$ cat src/rtl/tlsrhd_pkg.sv
// shared types and constants for the tls record header detector
`default_nettype none

package tlsrhd_pkg;

  // frame layout
  localparam logic [15:0] ETH_HEADER_BYTES  = 16'd14;
  localparam logic [15:0] MIN_CAPTURE_BYTES = 16'd54;
  localparam logic [15:0] LEN_SLACK_BYTES   = 16'd54;
  localparam logic [15:0] TCP_OFFSET_BYTE   = 16'd12;
  localparam logic [15:0] POS_SATURATED     = 16'hFFFF;
  localparam logic [15:0] REC_HDR_LAST      = 16'd4;
  localparam logic [15:0] HS_HDR_LAST       = 16'd8;
  localparam logic [24:0] HS_OVERHEAD       = 25'd9;

  // record and handshake codes
  localparam logic [7:0]  RT_FIRST          = 8'h14;
  localparam logic [7:0]  RT_LAST           = 8'h17;
  localparam logic [7:0]  RT_HANDSHAKE      = 8'h16;
  localparam logic [15:0] VER_FIRST         = 16'h0301;
  localparam logic [15:0] VER_LAST          = 16'h0304;
  localparam logic [7:0]  HS_CLIENT_HELLO   = 8'h01;
  localparam logic [7:0]  HS_SERVER_HELLO   = 8'h02;

  // queue between front and back
  localparam int unsigned QUEUE_DEPTH = 2;
  localparam int unsigned QUEUE_PTR_W = $clog2(QUEUE_DEPTH);

  typedef struct packed {
    logic [15:0] capture_length;
    logic [7:0]  record_type;
    logic [15:0] record_version;
    logic [15:0] record_length;
    logic [7:0]  handshake_kind;
    logic [23:0] hs_body_len;
    logic        hdr_ok;   // payload start valid and record header fully seen
    logic        hs_seen;  // handshake header fully seen
  } summary_t;

  typedef struct packed {
    logic full;
    logic empty;
  } queue_status_t;

endpackage

`default_nettype wire

$ cat src/rtl/tlsrhd_front.sv
// front part: byte position tracking, header field capture, frame summary
`default_nettype none

module tlsrhd_front
  import tlsrhd_pkg::*;
(
  input  wire logic        clk_i,
  input  wire logic        rst_ni,
  input  wire logic        accept_i,
  input  wire logic [7:0]  frame_byte_i,
  input  wire logic [15:0] capture_length_i,
  input  wire logic        frame_end_i,
  output logic             push_o,
  output summary_t         summary_o
);

  logic [15:0] pos_q, pos_d;
  logic [5:0]  ihb_q, ihb_d;
  logic        ps_known_q, ps_known_d;
  logic [15:0] ps_q, ps_d;
  logic [7:0]  rtype_q, rtype_d;
  logic [15:0] rver_q, rver_d;
  logic [15:0] rlen_q, rlen_d;
  logic [7:0]  hkind_q, hkind_d;
  logic [23:0] hlen_q, hlen_d;

  logic [15:0] offset_pos;
  logic [15:0] offset_pos_end;
  logic [15:0] k;

  always_comb begin
    offset_pos = ETH_HEADER_BYTES + {10'd0, ihb_q} + TCP_OFFSET_BYTE;
    ihb_d      = ihb_q;
    ps_d       = ps_q;
    ps_known_d = ps_known_q;
    if (pos_q == ETH_HEADER_BYTES) begin
      ihb_d = {frame_byte_i[3:0], 2'b00};
    end else if (pos_q == offset_pos) begin
      ps_d       = ETH_HEADER_BYTES + {10'd0, ihb_q} + {10'd0, frame_byte_i[7:4], 2'b00};
      ps_known_d = 1'b1;
    end

    rtype_d = rtype_q;
    rver_d  = rver_q;
    rlen_d  = rlen_q;
    hkind_d = hkind_q;
    hlen_d  = hlen_q;
    k       = pos_q - ps_d;
    if (ps_known_d && pos_q >= ps_d && pos_q != POS_SATURATED) begin
      case (k)
        16'd0:   rtype_d        = frame_byte_i;
        16'd1:   rver_d[15:8]   = frame_byte_i;
        16'd2:   rver_d[7:0]    = frame_byte_i;
        16'd3:   rlen_d[15:8]   = frame_byte_i;
        16'd4:   rlen_d[7:0]    = frame_byte_i;
        16'd5:   hkind_d        = frame_byte_i;
        16'd6:   hlen_d[23:16]  = frame_byte_i;
        16'd7:   hlen_d[15:8]   = frame_byte_i;
        16'd8:   hlen_d[7:0]    = frame_byte_i;
        default: ;
      endcase
    end

    pos_d = (pos_q == POS_SATURATED) ? pos_q : pos_q + 16'd1;

    // the verdict sees the state as left by the last byte
    offset_pos_end = ETH_HEADER_BYTES + {10'd0, ihb_d} + TCP_OFFSET_BYTE;
    summary_o.capture_length   = capture_length_i;
    summary_o.record_type      = rtype_d;
    summary_o.record_version   = rver_d;
    summary_o.record_length    = rlen_d;
    summary_o.handshake_kind   = hkind_d;
    summary_o.hs_body_len      = hlen_d;
    summary_o.hdr_ok  = ps_known_d && (ps_d > offset_pos_end) && (pos_q >= ps_d + REC_HDR_LAST);
    summary_o.hs_seen = pos_q >= ps_d + HS_HDR_LAST;
    push_o            = accept_i && frame_end_i;
  end

  always_ff @(posedge clk_i or negedge rst_ni) begin
    if (!rst_ni) begin
      pos_q      <= '0;
      ihb_q      <= '0;
      ps_known_q <= 1'b0;
      ps_q       <= '0;
      rtype_q    <= '0;
      rver_q     <= '0;
      rlen_q     <= '0;
      hkind_q    <= '0;
      hlen_q     <= '0;
    end else if (accept_i) begin
      if (frame_end_i) begin
        pos_q      <= '0;
        ihb_q      <= '0;
        ps_known_q <= 1'b0;
        ps_q       <= '0;
        rtype_q    <= '0;
        rver_q     <= '0;
        rlen_q     <= '0;
        hkind_q    <= '0;
        hlen_q     <= '0;
      end else begin
        pos_q      <= pos_d;
        ihb_q      <= ihb_d;
        ps_known_q <= ps_known_d;
        ps_q       <= ps_d;
        rtype_q    <= rtype_d;
        rver_q     <= rver_d;
        rlen_q     <= rlen_d;
        hkind_q    <= hkind_d;
        hlen_q     <= hlen_d;
      end
    end
  end

endmodule

`default_nettype wire

$ cat src/rtl/tlsrhd_queue.sv
// small queue of frame summaries between front and back
`default_nettype none

module tlsrhd_queue
  import tlsrhd_pkg::*;
(
  input  wire logic    clk_i,
  input  wire logic    rst_ni,
  input  wire logic    push_i,
  input  wire summary_t push_data_i,
  input  wire logic    pop_i,
  output summary_t     head_o,
  output queue_status_t status_o
);

  summary_t                 entries_q [QUEUE_DEPTH];
  logic [QUEUE_PTR_W-1:0]   wr_ptr_q, rd_ptr_q;
  logic [QUEUE_PTR_W:0]     count_q;
  logic                     do_push, do_pop;

  assign status_o.full  = (count_q == (QUEUE_PTR_W+1)'(QUEUE_DEPTH));
  assign status_o.empty = (count_q == '0);
  assign do_push        = push_i && !status_o.full;
  assign do_pop         = pop_i && !status_o.empty;
  assign head_o         = entries_q[rd_ptr_q];

  always_ff @(posedge clk_i) begin
    if (do_push) begin
      entries_q[wr_ptr_q] <= push_data_i;
    end
  end

  always_ff @(posedge clk_i or negedge rst_ni) begin
    if (!rst_ni) begin
      wr_ptr_q <= '0;
      rd_ptr_q <= '0;
      count_q  <= '0;
    end else begin
      if (do_push) begin
        wr_ptr_q <= (wr_ptr_q == QUEUE_PTR_W'(QUEUE_DEPTH - 1)) ? '0 : wr_ptr_q + 1'b1;
      end
      if (do_pop) begin
        rd_ptr_q <= (rd_ptr_q == QUEUE_PTR_W'(QUEUE_DEPTH - 1)) ? '0 : rd_ptr_q + 1'b1;
      end
      if (do_push && !do_pop) begin
        count_q <= count_q + 1'b1;
      end else if (do_pop && !do_push) begin
        count_q <= count_q - 1'b1;
      end
    end
  end

endmodule

`default_nettype wire

$ cat src/rtl/tlsrhd_back.sv
// back part: judges one frame summary and holds the verdict for the receiver
`default_nettype none

module tlsrhd_back
  import tlsrhd_pkg::*;
(
  input  wire logic    clk_i,
  input  wire logic    rst_ni,
  input  wire summary_t head_i,
  input  wire logic    head_valid_i,
  output logic         pop_o,
  output logic         out_valid_o,
  input  wire logic    out_stall_i,
  output logic         is_tls_record_o
);

  logic out_valid_q, out_valid_d;
  logic verdict_q;
  logic verdict;
  logic len_ok, hs_ok;

  always_comb begin
    // a capture shorter than the slack makes the length test pass, as in unsigned wrap
    len_ok = (head_i.capture_length < LEN_SLACK_BYTES) ||
             (head_i.record_length <= head_i.capture_length - LEN_SLACK_BYTES);
    hs_ok  = head_i.hs_seen &&
             (head_i.handshake_kind inside {HS_CLIENT_HELLO, HS_SERVER_HELLO}) &&
             (({1'b0, head_i.hs_body_len} + HS_OVERHEAD) <=
              {9'd0, head_i.record_length});
    verdict = (head_i.capture_length >= MIN_CAPTURE_BYTES) && head_i.hdr_ok &&
              (head_i.record_type inside {[RT_FIRST:RT_LAST]}) &&
              (head_i.record_version inside {[VER_FIRST:VER_LAST]}) && len_ok &&
              ((head_i.record_type != RT_HANDSHAKE) || hs_ok);

    pop_o = head_valid_i && (!out_valid_q || !out_stall_i);
    if (pop_o) begin
      out_valid_d = 1'b1;
    end else if (out_stall_i) begin
      out_valid_d = out_valid_q;
    end else begin
      out_valid_d = 1'b0;
    end
  end

  always_ff @(posedge clk_i or negedge rst_ni) begin
    if (!rst_ni) begin
      out_valid_q <= 1'b0;
    end else begin
      out_valid_q <= out_valid_d;
    end
  end

  always_ff @(posedge clk_i) begin
    if (pop_o) begin
      verdict_q <= verdict;
    end
  end

  assign out_valid_o     = out_valid_q;
  assign is_tls_record_o = verdict_q;

endmodule

`default_nettype wire

$ cat src/rtl/tls_record_header_detector_core.sv
// Top level of the tls record header detector.
// Input channel: one captured ethernet frame byte per item (frame_byte_i), with the
// capture length and a last-byte mark (frame_end_i), on in_valid_i / in_stall_o.
// Output channel: one verdict item per frame (is_tls_record_o) on out_valid_o /
// out_stall_i, high when the tcp payload starts with a plausible tls record.
// Throughput: one byte per cycle while in_stall_o is low, frames back to back with no gap.
// The edge that takes the last byte pushes a frame summary into a two-entry queue;
// the back judges the queue head and registers the result as the verdict.
// When the receiver stalls, the verdict holds and later summaries wait in the queue;
// in_stall_o rises only once that queue is full, so input keeps flowing through
// the body of a frame while earlier verdicts wait.
// Reset clears the byte position, the captured header fields, the queue and the
// output valid; capture state also clears after every last byte.
`default_nettype none

module tls_record_header_detector_core
  import tlsrhd_pkg::*;
(
  input  wire logic        clk_i,
  input  wire logic        rst_ni,
  input  wire logic        in_valid_i,
  output logic             in_stall_o,
  input  wire logic [7:0]  frame_byte_i,
  input  wire logic [15:0] capture_length_i,
  input  wire logic        frame_end_i,
  output logic             out_valid_o,
  input  wire logic        out_stall_i,
  output logic             is_tls_record_o
);

  logic          in_accept;
  logic          q_push;
  logic          q_pop;
  summary_t      front_summary;
  summary_t      q_head;
  queue_status_t q_status;

  assign in_stall_o = q_status.full;
  assign in_accept  = in_valid_i && !in_stall_o;

  tlsrhd_front u_front (
    .clk_i            (clk_i),
    .rst_ni           (rst_ni),
    .accept_i         (in_accept),
    .frame_byte_i     (frame_byte_i),
    .capture_length_i (capture_length_i),
    .frame_end_i      (frame_end_i),
    .push_o           (q_push),
    .summary_o        (front_summary)
  );

  tlsrhd_queue u_queue (
    .clk_i       (clk_i),
    .rst_ni      (rst_ni),
    .push_i      (q_push),
    .push_data_i (front_summary),
    .pop_i       (q_pop),
    .head_o      (q_head),
    .status_o    (q_status)
  );

  tlsrhd_back u_back (
    .clk_i           (clk_i),
    .rst_ni          (rst_ni),
    .head_i          (q_head),
    .head_valid_i    (!q_status.empty),
    .pop_o           (q_pop),
    .out_valid_o     (out_valid_o),
    .out_stall_i     (out_stall_i),
    .is_tls_record_o (is_tls_record_o)
  );

`ifndef SYNTH
  a_no_push_when_full : assert property (@(posedge clk_i) disable iff (!rst_ni)
    !(q_push && q_status.full))
    else $error("summary pushed into a full queue");

  a_no_invented_result : assert property (@(posedge clk_i) disable iff (!rst_ni)
    (out_valid_o && !out_stall_i && q_status.empty) |=> !out_valid_o)
    else $error("result shown with nothing queued");

  a_result_from_queue : assert property (@(posedge clk_i) disable iff (!rst_ni)
    $rose(out_valid_o) |-> $past(!q_status.empty))
    else $error("result appeared without a queued summary");
`endif

endmodule

`default_nettype wire

$ cat config.mk
export PLATFORM = sky130hd
export DESIGN_NAME = tls_record_header_detector_core
export DESIGN_NICKNAME = d
export VERILOG_FILES = /design/src/rtl/tlsrhd_pkg.sv /design/src/rtl/tlsrhd_front.sv /design/src/rtl/tlsrhd_queue.sv /design/src/rtl/tlsrhd_back.sv /design/src/rtl/tls_record_header_detector_core.sv
export SDC_FILE = /design/constraint.sdc
export NUM_CORES = 1
export LEC_CHECK = 0
export ABC_CLOCK_PERIOD_IN_PS = 8900
export BUFFER_PORTS_ARGS = -buffer_cell sky130_fd_sc_hd__buf_2
export CAP_MARGIN = 20
export CORE_MARGIN = 3
export CORE_UTILIZATION = 64
export CTS_CLUSTER_SIZE = 40
export DETAILED_ROUTE_END_ITERATION = 6
export GPL_TIMING_DRIVEN = 0
export PLACE_DENSITY = 0.83
export SYNTH_ARGS = -nofsm -noshare
export SYNTH_HDL_FRONTEND = slang
export SYNTH_SLANG_ARGS = --single-unit
$ cat constraint.sdc
create_clock -name clk_i -period 8.9 [get_ports clk_i]
set_input_delay 0.89 -clock clk_i [delete_from_list [all_inputs] [get_ports clk_i]]
set_output_delay 0.89 -clock clk_i [all_outputs]
set_load 0.1 [all_outputs]
# After elaboration in Yosys (flattened, before gate mapping)
# Memories as Yosys holds them, arrays and structs flattened.
# Index checks and enable logic that the tools add are counted.
[word_totals]
memories = 1
reg_bits = 117
mem_bits_rw = 180
[classes]
muxes = 37
n_reduce_logical = 34
n_addsub = 15
eq_ne = 18
n_lt_le_gt_ge = 12
[mem_list]
columns = ["memory", "depth", "word_bits", "rd", "rd_clocked_by_memory_dff", "wr", "line", "rtl"]
rows = [
  ["u_queue.entries_q", 2, 90, 1, 0, 1, "tlsrhd_queue.sv:16", "summary_t entries_q [QUEUE_DEPTH];"],
]
[op_table]
columns = ["op", "n"]
rows = [
  ["16-bit two-way mux", 9],
  ["8-bit two-way mux", 13],
  ["16-bit by 3-bit equality test with 1-bit output, second input constant", 4],
  ["16-bit >= comparator", 3],
  ["24-bit two-way mux", 2],
  ["16-bit by 4-bit adder with 16-bit output, second input constant", 2],
  ["16-bit by 2-bit equality test with 1-bit output, second input constant", 2],
  ["16-bit by 4-bit equality test with 1-bit output, second input constant", 2],
  ["24-bit by 4-bit adder with 25-bit output, second input constant", 1],
  ["25-bit by 16-bit <= comparator with 1-bit output", 1],
  ["1-bit logical AND", 20],
  ["16-bit by 1-bit adder with 16-bit output, second input constant", 1],
  ["16-bit by 3-bit adder with 16-bit output, second input constant", 1],
  ["16-bit by 6-bit adder with 16-bit output", 1],
  ["16-bit by 1-bit equality test with 1-bit output, second input constant", 1],
  ["16-bit equality test", 1],
  ["16-bit equality test, second input constant", 1],
  ["16-bit by 10-bit >= comparator with 1-bit output, second input constant", 1],
  ["16-bit by 6-bit >= comparator with 1-bit output, second input constant", 1],
  ["16-bit > comparator", 1],
  ["16-bit by 10-bit <= comparator with 1-bit output, second input constant", 1],
  ["16-bit <= comparator", 1],
  ["16-bit logical NOT", 1],
  ["16-bit by 6-bit less-than comparator with 1-bit output, second input constant", 1],
  ["other kinds (24)", 44],
]

# Longest topological paths before layout
[depth]
word_depth = 10
mapped_depth = 28
mapped_depth_nobuf = 27

# By module
# Synthesis repeated with hierarchy kept, for this count alone.
[hier_totals]
cells_unflattened = 1642
area_unflattened_um2 = 18725.5
[by_module_without_submodules]
columns = ["mod", "seq_area_each_um2", "instances", "cells_each", "area_each_um2"]
rows = [
  ["tlsrhd_front", 2777.7, 1, 1114, 9900.7],
  ["tlsrhd_queue", 5505.3, 1, 299, 7140.6],
  ["tlsrhd_back", 55.1, 1, 227, 1666.6],
  ["tls_record_header_detector_core", 0.0, 1, 2, 17.5],
]

# Worst setup path after synthesis
# OpenSTA, ideal clock, no wires.
[synth_timing]
path_type = "input to register"
start = "in in_valid_i"
end = "mem u_queue.entries_q[0][0] (netlist name) (enable)"
t_required_ns = 8.251
arrival_time_ns = 7.470
path_buffers = 2
setup_slack_ns = 0.781
stages = 4
path_cell_list = "nand2_1 -> clkbuf_1 -> clkbuf_1 -> nor3_1"
[synth_via]
elab_chain_cells = 5
[synth_rtl]
columns = ["element", "line", "rtl"]
rows = [
  ["start: declaration", "tls_record_header_detector_core.sv:21", "input wire logic in_valid_i,"],
  ["1-bit logical AND", "tls_record_header_detector_core.sv:39", "assign in_accept = in_valid_i && !in_stall_o;"],
  ["1-bit logical AND", "tlsrhd_front.sv:76", "push_o = accept_i && frame_end_i;"],
  ["1-bit logical AND", "tlsrhd_queue.sv:23", "assign do_push = push_i && !status_o.full;"],
  ["1-bit two-way mux", "tlsrhd_queue.sv:28", "if (do_push) begin"],
  ["1-bit two-way mux (implied by the code)", "tlsrhd_queue.sv:29", "entries_q[wr_ptr_q] <= push_data_i;"],
  ["end: declaration", "tlsrhd_queue.sv:16", ""],
]
# Every way passes these cells.

# Worst setup path after layout
[layout_timing]
start = "reg u_queue.rd_ptr_q"
end = "reg u_back.verdict_q (netlist: u_back.is_tls_record_o), data pin"
[layout_via]
elab_chain_cells = 7
word_cells_on_any_way = 26
[layout_rtl]
columns = ["element", "line", "rtl"]
rows = [
  ["start: declaration", "tlsrhd_queue.sv:17", "logic [QUEUE_PTR_W-1:0] wr_ptr_q, rd_ptr_q;"],
  ["start signal: assignment", "tlsrhd_queue.sv:43", "rd_ptr_q <= (rd_ptr_q == QUEUE_PTR_W'(QUEUE_DEPTH - 1)) ? '0 : rd_ptr_q + 1'b1;"],
  ["memory read 2 x 90 bit (*)", "-", ""],
  ["parallel branches: the longest is 5 deep, another holds 24-bit by 4-bit adder with 25-bit output", "-", ""],
  ["1-bit logical AND (*)", "tlsrhd_back.sv:32", "(head_i.record_version inside {[VER_FIRST:VER_LAST]}) && len_ok &&"],
  ["via u_back.verdict", "tlsrhd_back.sv:19", "logic verdict;"],
  ["end signal: assignment", "tlsrhd_back.sv:55", "verdict_q <= verdict;"],
  ["end: declaration", "tlsrhd_back.sv:18", "logic verdict_q;"],
]
# Mark *: on every way through the listed nets, which the timed path passes.
# A chain may end at the register's enable or synchronous reset.

==> results.py <==
metrics = {
    "outcome": {
        "status": "finished, final reports clean",
    },
    "clocking": {
        "clk_pin_slew_worst_paths_ps": 70,
        "cts_tree": "yes",
        "cts_buffer_depth": 3,
        "cts_made_buffers": 30,
        "htree_levels": 1,
        "clock_latency_ps": 560,
        "cts.sinks": 297,
        "cts_root_buf": "clkbuf_16",
    },
    "logic_synthesis": {
        "synth_top_cell_area_share": 0.306,
        "ys_async_sr_fraction": 0.391,
        "syn_area_um2": 17800,
        "yosys.area_share.simple": 0.166,
        "ys_seq_area_frac": 0.469,
        "synth_cell_types": 93,
        "synth_xor_area_frac": 0.0563,
        "syn_inst": 1604,
        "synthAdderAreaFrac": 0.0675,
        "syn_nets": 1725,
        "synthTopCellsByArea": "edfxtp_1, dfrtp_1, ha_1, mux2_2, a221o_1",
        "synth_top_family_by_area": "simple AND/OR/NAND/NOR gates",
        "synth_edf_count": 181,
        "synth_flop_cell": "edfxtp_1",
        "synth_compound_area_frac": 0.126,
        "synth_mux_area_frac": 0.0802,
        "ys_warn_count": 0,
        "post-synth-top-area-cell": "edfxtp_1",
        "synth_seq_cells": 297,
        "syn_avg_cell_area_um2": 11.1,
    },
    "floorplan": {
        "die_height_um": 173,
        "die-area_um2": 29800,
        "start_util": 0.655,
        "coreArea_um2": 27100,
        "rows": 60,
        "die_x_um": 173,
        "io_pins": 32,
    },
    "drt": {
        "first_pass_iters": 5,
        "via_count": 13500,
        "ant_nets": 0,
        "wl_mm": 45.6,
        "route.detailed.drc": 0,
        "drt-wirelength-per-cell_um": 22.0,
        "dr.first_iter.drc_count": 1415,
        "vias_per_cell": 6.49,
    },
    "cells_and_area": {
        "nFillCells": 1886,
        "drive_gt1_frac": 0.135,
        "stdcell_count": 2074,
        "final_cell_mix": "edfxtp_1, dfrtp_1, nand2_1, ha_1, nor2b_1",
        "antenna_cells": 0,
        "design_area_um2": 19600,
        "flow.area_growth_from_synthesis_pct": 10.5,
        "final_common_cell": "edfxtp_1",
        "nets": 1799,
    },
    "sta": {
        "fin_skew_ps": 9.99,
        "finalSetupViolCount": 0,
        "hold_violations": 0,
        "period_minus_slack_ps": 8260,
        "max_slew_margin": 0.304,
        "max_freq_ghz": 0.121,
        "drv_slew": 0,
        "worst_pin_slew_ps": 1040,
        "finalSetupTns_ps": 0,
        "fin_crit_sh": 0.928,
        "grt_setup_unrepaired": "false",
        "setup_ws_ps": 642,
    },
    "run": {
        "maxCapViolCount": 0,
    },
    "global_routing": {
        "track_usage": 0.301,
        "grt_pass1_vias": 13300,
        "gr-total-overflow": 0,
        "grt_pass1_wl_mm": 72.4,
        "grt_max_degree": 82,
        "antenna_found_initial": 0,
    },
    "placement": {
        "preCtsSetupSlack_ps": 407,
        "hpwl_mm": 32.1,
        "dp_cells": 2018,
        "finalWeightedCongestion": 0.940,
        "port_buffers": 31,
        "placed_area_um2": 18500,
    },
    "worst_setup_path": {
        "criticalPathCategory": "flop to flop",
        "cp_data_required_time_ps": 9150,
        "cp-start-kind": "flop",
        "cp_max_fo": 10,
        "cp.arrival_ps": 8510,
        "critPathCaptureType": "flop",
    },
    "worst_hold_path": {
        "hold_class": "primary input to async pin",
    },
    "pwr": {
        "total_power_mw": 4.44,
        "p_leak_nw": 8.30,
        "peakVddDrop_uv": 185,
        "power_density_nw_per_um2": 226,
    },
}
-- cell families (layout without fill, tap and decap cells) --
family | after synthesis | count (layout)
fa+ha+maj | 96 | 96
xor+xnor | 107 | 107
mux | 129 | 129
compound gates | 299 | 299
buf+inv | 144 | 242
simple gates | 531 | 531
other cells | 1 | 1
flops | 297 | 297
-- critical path, stage by stage (launching register included) --
cell	delay (ps)
dfrtp_1	330
clkbuf_1	290
clkbuf_1	500
clkbuf_1	460
clkbuf_2	410
clkbuf_1	640
clkbuf_1	560
buf_1	580
mux2_2	300
ha_1	210
a21oi_1	80
a21oi_1	340
nand2_1	180
or3_1	430
or2_2	360
xor2_1	190
ha_1	310
nand4_1	110
nor4_1	440
o21ai_0	220
nor4_1	200
a21oi_1	100
nor4_1	710
-- metrics by stage --
stage	hold slack [ps]	utilization
after CTS	232	0.724
after floorplan	450	-
after global placement	464	0.678
final	225	0.724
after detailed placement	476	0.684
after global routing	249	0.724
-- sequential cells by signal, indices dropped and copies added, names as in the netlist --
register                count
u_front.ps_known_q          1
u_front.rver_q             16
u_front.rlen_q             16
u_front.ps_q               16
u_back.is_tls_record_o      1
u_front.hkind_q             8
u_queue.wr_ptr_q            1
u_front.rtype_q             8
u_queue.rd_ptr_q            1
u_front.pos_q              16
u_queue.count_q             2
u_queue.entries_q         180
u_front.ihb_q               6
u_front.hlen_q             24
u_back.out_valid_o          1
-- final timing paths --
check                                    from                endpoint  slack (ps)  cells past startpoint
min in group clk_i         u_back.out_valid_o      u_back.out_valid_o         490                      2
min reg2reg                u_back.out_valid_o      u_back.out_valid_o         490                      2
max in group asynchronous              rst_ni      u_front.hlen_q[19]        7900                      2
max                          u_queue.rd_ptr_q  u_back.is_tls_record_o         640                     22
min                                    rst_ni         u_front.ps_q[5]         230                      1
max reg2reg                  u_queue.rd_ptr_q  u_back.is_tls_record_o         640                     22
-- area by class of cell --
| cell class | count | area, µm² | area share |
|---|---|---|---|
| Clock inverter | 18 | 216 | 0.0110 |
| Clock buffer | 38 | 853 | 0.0435 |
| Multi-Input combinational cell | 1163 | 8830 | 0.450 |
| Sequential cell | 297 | 8340 | 0.425 |
| Buffer | 81 | 369 | 0.0188 |
| Inverter | 63 | 236 | 0.0121 |
| Tap cell | 372 | 465 | 0.0237 |
| Timing Repair Buffer | 42 | 310 | 0.0158 |
-- cell usage after synthesis, types with 10 or more instances --
cell type and n:
edfxtp_1 181, dfrtp_1 116, nand2_1 97, ha_1 91, nor2b_1 86, and3_1 79
a221o_1 71, a21oi_1 70, nor2_1 69, mux2_2 64, inv_1 62, xnor2_1 55
clkbuf_1 54, o21ai_0 47, xor2_1 46, mux2i_1 42, nand3_1 31, nor3_1 29
nand4_1 22, and2_1 18, mux2_1 18, nand2b_1 18, nor4_1 17, or3_1 16
a21o_1 12, buf_2 12, a31oi_1 10
-- report_power, final --
part	switching, mW	internal (mW)	total (mW)
clock	0.550	0.799	1.35
sequential	0.0679	1.62	1.69
combinational	0.918	0.491	1.41
total	1.54	2.91	4.44
-- what timing repair did --
item | CTS | global route
endpoints found under the setup margin | 0 | 1
hold endpoints to repair | 0 | 0
buffers inserted | 0 | 0
hold buffers | 0 | 0
gates resized for setup | 0 | 1
-- per-layer routing --
metal	routed length (µm)	up-vias	track usage
li1	-	6136	-
met1	18400	6529	0.405
met2	21700	645	0.500
met3	3460	156	0.0413
met4	2040	0	0.119
met5	0	-	0
Note: power is estimated with default switching activity, not from simulation.
